<file path="src/rtl/iptc_pkg.sv">
package iptc_pkg;

    // Field and register widths.
    localparam int COL_W      = 12;
    localparam int TOPO_W     = 25;
    localparam int PHASE_W    = 32;
    localparam int NEAR_W     = 32;
    localparam int SPACING_W  = 20;
    localparam int RADIUS_W   = 34;
    localparam int HEIGHT_W   = 32;
    localparam int GAIN_W     = 32;
    localparam int CFG_DATA_W = 34;
    localparam int CFG_IDX_W  = 3;

    localparam int MAX_COLUMNS_DEFAULT = 4096;

    // Internal widths of the geometry datapath.
    localparam int RHO_W  = 33;            // near range plus column offset
    localparam int C_W    = 35;            // platform radius
    localparam int RET_W  = 36;            // local radius, signed
    localparam int A_W    = 38;            // triangle terms, signed
    localparam int MAG_W  = 37;            // magnitude of a triangle term
    localparam int SQRT_SHIFT = 16;        // fraction bits added before the root
    localparam int ROOT_W = (2 * MAG_W + SQRT_SHIFT) / 2;
    localparam int N_W    = 2 * ROOT_W;    // product of the two roots
    localparam int D_W    = 36;            // twice the local radius
    localparam int Q_W    = 52;            // saturated quotient
    localparam int GP_W   = 2 * GAIN_W;    // gain times phase magnitude
    localparam int SUM_W  = 48;
    localparam int RND_SHIFT = 8;

    localparam int MUL_DIGIT = 16;
    localparam int NS_P = (MAG_W + MUL_DIGIT - 1) / MUL_DIGIT;
    localparam int NS_R = (ROOT_W + MUL_DIGIT - 1) / MUL_DIGIT;
    localparam int NS_G = (Q_W + MUL_DIGIT - 1) / MUL_DIGIT;
    localparam int DLY1 = NS_P + ROOT_W + NS_R;

    // Accept edge to the edge at which done is seen high.
    localparam int PIPE_LAT = 3 + NS_P + ROOT_W + NS_R + 1 + Q_W + NS_G + 1;

    localparam logic [RADIUS_W-1:0] RADIUS_RESET = 34'd6371000000;
    localparam logic signed [SUM_W-1:0] TOPO_MAX = 48'sd16777215;
    localparam logic signed [SUM_W-1:0] TOPO_MIN = -48'sd16777216;

    // Configuration register indexes.
    localparam logic [CFG_IDX_W-1:0] REG_NEAR_RANGE      = 3'd0;
    localparam logic [CFG_IDX_W-1:0] REG_RANGE_SPACING   = 3'd1;
    localparam logic [CFG_IDX_W-1:0] REG_EARTH_RADIUS    = 3'd2;
    localparam logic [CFG_IDX_W-1:0] REG_PLATFORM_HEIGHT = 3'd3;
    localparam logic [CFG_IDX_W-1:0] REG_PHASE_GAIN      = 3'd4;
    localparam logic [CFG_IDX_W-1:0] REG_NODATA_PHASE    = 3'd5;

    // Per-pixel values that ride alongside the long arithmetic.
    typedef struct packed {
        logic signed [TOPO_W-1:0] topo;
        logic                     nodata;
        logic                     err;
        logic                     qpos;
        logic                     neg;
        logic [GP_W-1:0]          gp;
        logic [D_W-1:0]           d;
    } side_t;

endpackage

</file>
<file path="src/rtl/iptc_mul.sv">
// Pipelined unsigned multiplier: one 16-bit digit of b per stage.
module iptc_mul #(
    parameter int WA = iptc_pkg::MAG_W,
    parameter int WB = iptc_pkg::MAG_W
) (
    input  logic             clk,
    input  logic [WA-1:0]    a,
    input  logic [WB-1:0]    b,
    output logic [WA+WB-1:0] p
);
    import iptc_pkg::*;

    localparam int DW  = MUL_DIGIT;
    localparam int NS  = (WB + DW - 1) / DW;
    localparam int WBP = NS * DW;
    localparam int WP  = WA + WBP;

    logic [WA-1:0]  a_reg   [NS];
    logic [WBP-1:0] b_reg   [NS];
    logic [WP-1:0]  acc_reg [NS];

    for (genvar k = 0; k < NS; k++) begin : g_stage
        logic [WA-1:0]    a_in;
        logic [WBP-1:0]   b_in;
        logic [WP-1:0]    acc_in;
        logic [WA+DW-1:0] prod;

        if (k == 0) begin : g_first
            assign a_in   = a;
            assign b_in   = WBP'(b);
            assign acc_in = '0;
        end else begin : g_next
            assign a_in   = a_reg[k-1];
            assign b_in   = b_reg[k-1];
            assign acc_in = acc_reg[k-1];
        end

        // Partial product of this digit, added at its weight.
        assign prod = a_in * b_in[k*DW +: DW];

        always_ff @(posedge clk)
        begin
            a_reg[k]   <= a_in;
            b_reg[k]   <= b_in;
            acc_reg[k] <= acc_in + (WP'(prod) << (k * DW));
        end
    end

    assign p = acc_reg[NS-1][WA+WB-1:0];

endmodule

</file>
<file path="config.mk">
export PLATFORM = sky130hd
export DESIGN_NAME = iptc_mul
export DESIGN_NICKNAME = d
export VERILOG_FILES = /design/src/rtl/iptc_pkg.sv /design/src/rtl/iptc_mul.sv
export SDC_FILE = /design/constraint.sdc
export NUM_CORES = 2
export LEC_CHECK = 0
export CAP_MARGIN = 30
export CORE_ASPECT_RATIO = 2
export CORE_UTILIZATION = 60
export CTS_CLUSTER_DIAMETER = 150
export DETAILED_ROUTE_END_ITERATION = 6
export DONT_BUFFER_PORTS = 1
export PLACE_DENSITY = 0.79
export SLEW_MARGIN = 30
export SYNTH_ARGS = -nofsm -noshare
export SYNTH_HDL_FRONTEND = slang
export SYNTH_SLANG_ARGS = --single-unit
</file>
<file path="constraint.sdc">
create_clock -name clk -period 8.55 [get_ports clk]
set_clock_uncertainty 0.15 [all_clocks]
set_input_delay 1.2825 -clock clk [delete_from_list [all_inputs] [get_ports clk]]
set_output_delay 1.2825 -clock clk [all_outputs]
set_load 0.05 [all_outputs]
</file>
==> results by group <==
Finish
  – Area grow syn2layout: 6.889%
  – # fillers: 7266
  – Post-route core utilization: 0.6494
  – Commonest non-fill, non-tap cell in the layout: inv_1
  – Most frequent cells in the layout: inv_1, fa_1, nand2_1
  – Nets: around 7700
  – Layout cell share with drive strength beyond 1: 0.06981
  – Max FFs per register: 197

Setup path
  – Worst Path Required: between 8000 and 9000 ps
  – Worst Setup Path Type: flip-flop to flip-flop
  – Startpoint types: flip-flop
  – CP Capture Type: flip-flop
  – Max incr delay on CP: about 550 ps
  – Slowest CP cell: fa_2
  – CP Max Fanout: 5
  – CP arrival: 8770 ps
  – Cell mode on critical path: fa_1

Outcome
  – Outcome: finished clean

Floorplanning
  – Io pins: 149
  – Core Box Area: 89600 sq um
  – # rows: 155
  – Starting Density: 0.6075
  – Die area: roughly 90000 sq um
  – Die Y-Extent: roughly 430 um
  – Die Width: 215.0 um

Logic synthesis
  – Yosys reg bits: 297
  – Post-synth ARST share: 0
  – Primary FF master, synth: dfxtp_1
  – Syn Area/Cell: 9.007 sq um
  – Post-synth EDFFs: 0
  – Post-Syn Nets: 7687
  – Syn Inst Count: about 6000
  – Synth warn: 0
  – Synth cell types: 78
  – Cell Area, Synth: 54430 sq um
  – Sequential cell area fraction in the yosys report: 0.1092

Placement
  – Port bufs: 0
  – Hpwl dp: between 100000 and 150000 um
  – Routability congestion estimate: between 1 and 1.5

Clocking
  – Clk pin slew, worst setup/hold paths: approximately 70 ps
  – CTS tree: yes
  – Worst-skew pair later-pin latency: between 600 and 700 ps
  – Cts bufs inserted: 31
  – Root Buffer Master: clkbuf_16
  – CTS max path bufs: 3
  – Clock sinks: 297
  – Htree depth: 1

Min path
  – Class of the worst hold path: flip-flop to flip-flop

STA
  – Final hold violation count: 0
  – Tcrit/Tclk final: 0.9756
  – Final Max Tran Viols: 0
  – RSZ-0062 raised after global routing: yes
  – Final setup viols: 0
  – Worst-Margin Slew: 937.7 ps
  – Minimum clock period: 8341 ps
  – Max-slew headroom: 0.3587
  – Post-route setup TNS: 0 ps
  – Max Freq: roughly 120 MHz

Routing
  – DRT Pass-1 Iters: 5
  – Vias: 41740
  – DRT iter0 DRCs: 2417
  – WL/cell: 21.12 um
  – Routed Antenna Nets: 0
  – DR vias/cell: 5.773
  – DR DRC count: 0
  – Final wirelength: 152700 um

Global route
  – Initial antenna violation count: 13
  – Global-route wire length before repair: approximately 240000 um
  – Grt ovf: 0
  – GR Util All Layers: 0.3399
  – Vias in the first global route: about 47000
  – Pin count of the biggest net entering global routing: 38

Run
  – Maxcap violations: 0
-- cells by family (layout without fill, tap and decap cells) --
logic type / after synthesis / count (layout) / synth area share
AOI/OAI and AO/OA: 617 / 617 / 0.07360
xor gates and xnor gates: 211 / 211 / 0.03395
adders and majority gates: 1569 / 1569 / 0.5100
buffers and inverters: 1489 / 1491 / 0.1079
DFF: 297 / 297 / 0.1092
muxes: 7 / 7 / 0.001333
other: 0 / 8 / 0
and+or+nand+nor: 1853 / 1853 / 0.1640
-- worst max-delay path: cells and delay by family (launching register included) --
family | cells | cell delay (ps)
simple gates | 6 | 1380
fa+ha+maj | 8 | 3560
flops | 1 | 400
xor+xnor | 2 | 230
compound gates | 12 | 2140
buf+inv | 4 | 400
-- per-layer routing --
metal	vias up	global-route usage	share of wire
li1	18270	-	-
met1	20890	0.3121	0.30
met2	1795	0.6415	0.54
met3	777	0.05176	0.061
met4	6	0.2932	0.10
met5	-	0	0.00026
-- synth_stat cells (8+ instances only) --
master,number,area share
xor2_1,46,0.0074
a211oi_1,23,0.0032
nand2_1,946,0.065
nand4_1,27,0.0031
inv_1,1171,0.081
fa_1,1083,0.40
a31oi_1,25,0.0029
dfxtp_1,297,0.11
nand2b_1,21,0.0024
o21a_1,25,0.0034
and4_1,8,0.0013
a21o_1,102,0.014
nor3_1,29,0.0027
nor2_1,136,0.0094
o211ai_1,18,0.0025
a211o_1,8,0.0013
and3_1,17,0.0020
nor2b_1,20,0.0023
clkbuf_1,239,0.016
ha_1,486,0.11
a21oi_1,192,0.018
nor4_1,12,0.0014
a221oi_1,9,0.0014
xnor2_1,165,0.027
or3_1,9,0.0010
nand3_1,46,0.0042
o21ai_0,95,0.0087
buf_4,74,0.010
and2_1,549,0.063
o21bai_1,42,0.0058
-- path summary, 6_finish.rpt --
kind / from / end / slack, ps / depth (start not counted)
setup / recovery: b_reg[0][21]$_DFF_P_ / acc_reg[0][136]$_DFF_P_ / 210 / 32
hold / removal: b_reg[0][35]$_DFF_P_ / b_reg[0][83]$_DFF_P_ / 180 / 0
setup reg to reg: b_reg[0][21]$_DFF_P_ / acc_reg[0][136]$_DFF_P_ / 210 / 32
hold reg to reg: b_reg[0][35]$_DFF_P_ / b_reg[0][83]$_DFF_P_ / 180 / 0
-- per-stage QoR --
step | std cells | area, sq um | hold slack, ps | setup WS [ps]
finish | 7230 | 58180 | 176.0 | 208.5
global route | 7226 | 58170 | 183.4 | -144.8
CTS | 7210 | 57600 | 174.7 | 2.637
detailed placement | 7154 | 56510 | 162.1 | -206.9
global placement | 7154 | 56510 | 161.8 | -178.4
floorplan | 6043 | 54430 | 159.6 | 146.2
-- final cells by class --
cell class	instances	area (sq um)	area share
antenna	8	20.02	0.0003441
tap	1177	1473	0.02531
inverter	1171	4395	0.07555
clock inverter	21	250.2	0.004301
sequential	297	5996	0.1031
multi-input combinational	4257	42950	0.7382
timing repair buffer	264	2287	0.03931
clock buffer	35	810.8	0.01394
-- what timing repair did --
item                       4_1_cts  5_1_grt
gates resized for setup         12      108
cloned                           0        3
setup buffers                    0        9
setup endpoints to repair       16       31
hold buffers                     0        0
pin swaps                        1       38
Power is left out: the tool's default activity adds up to more than one toggle a clock period on the data nets, which glitch-free logic cannot reach.
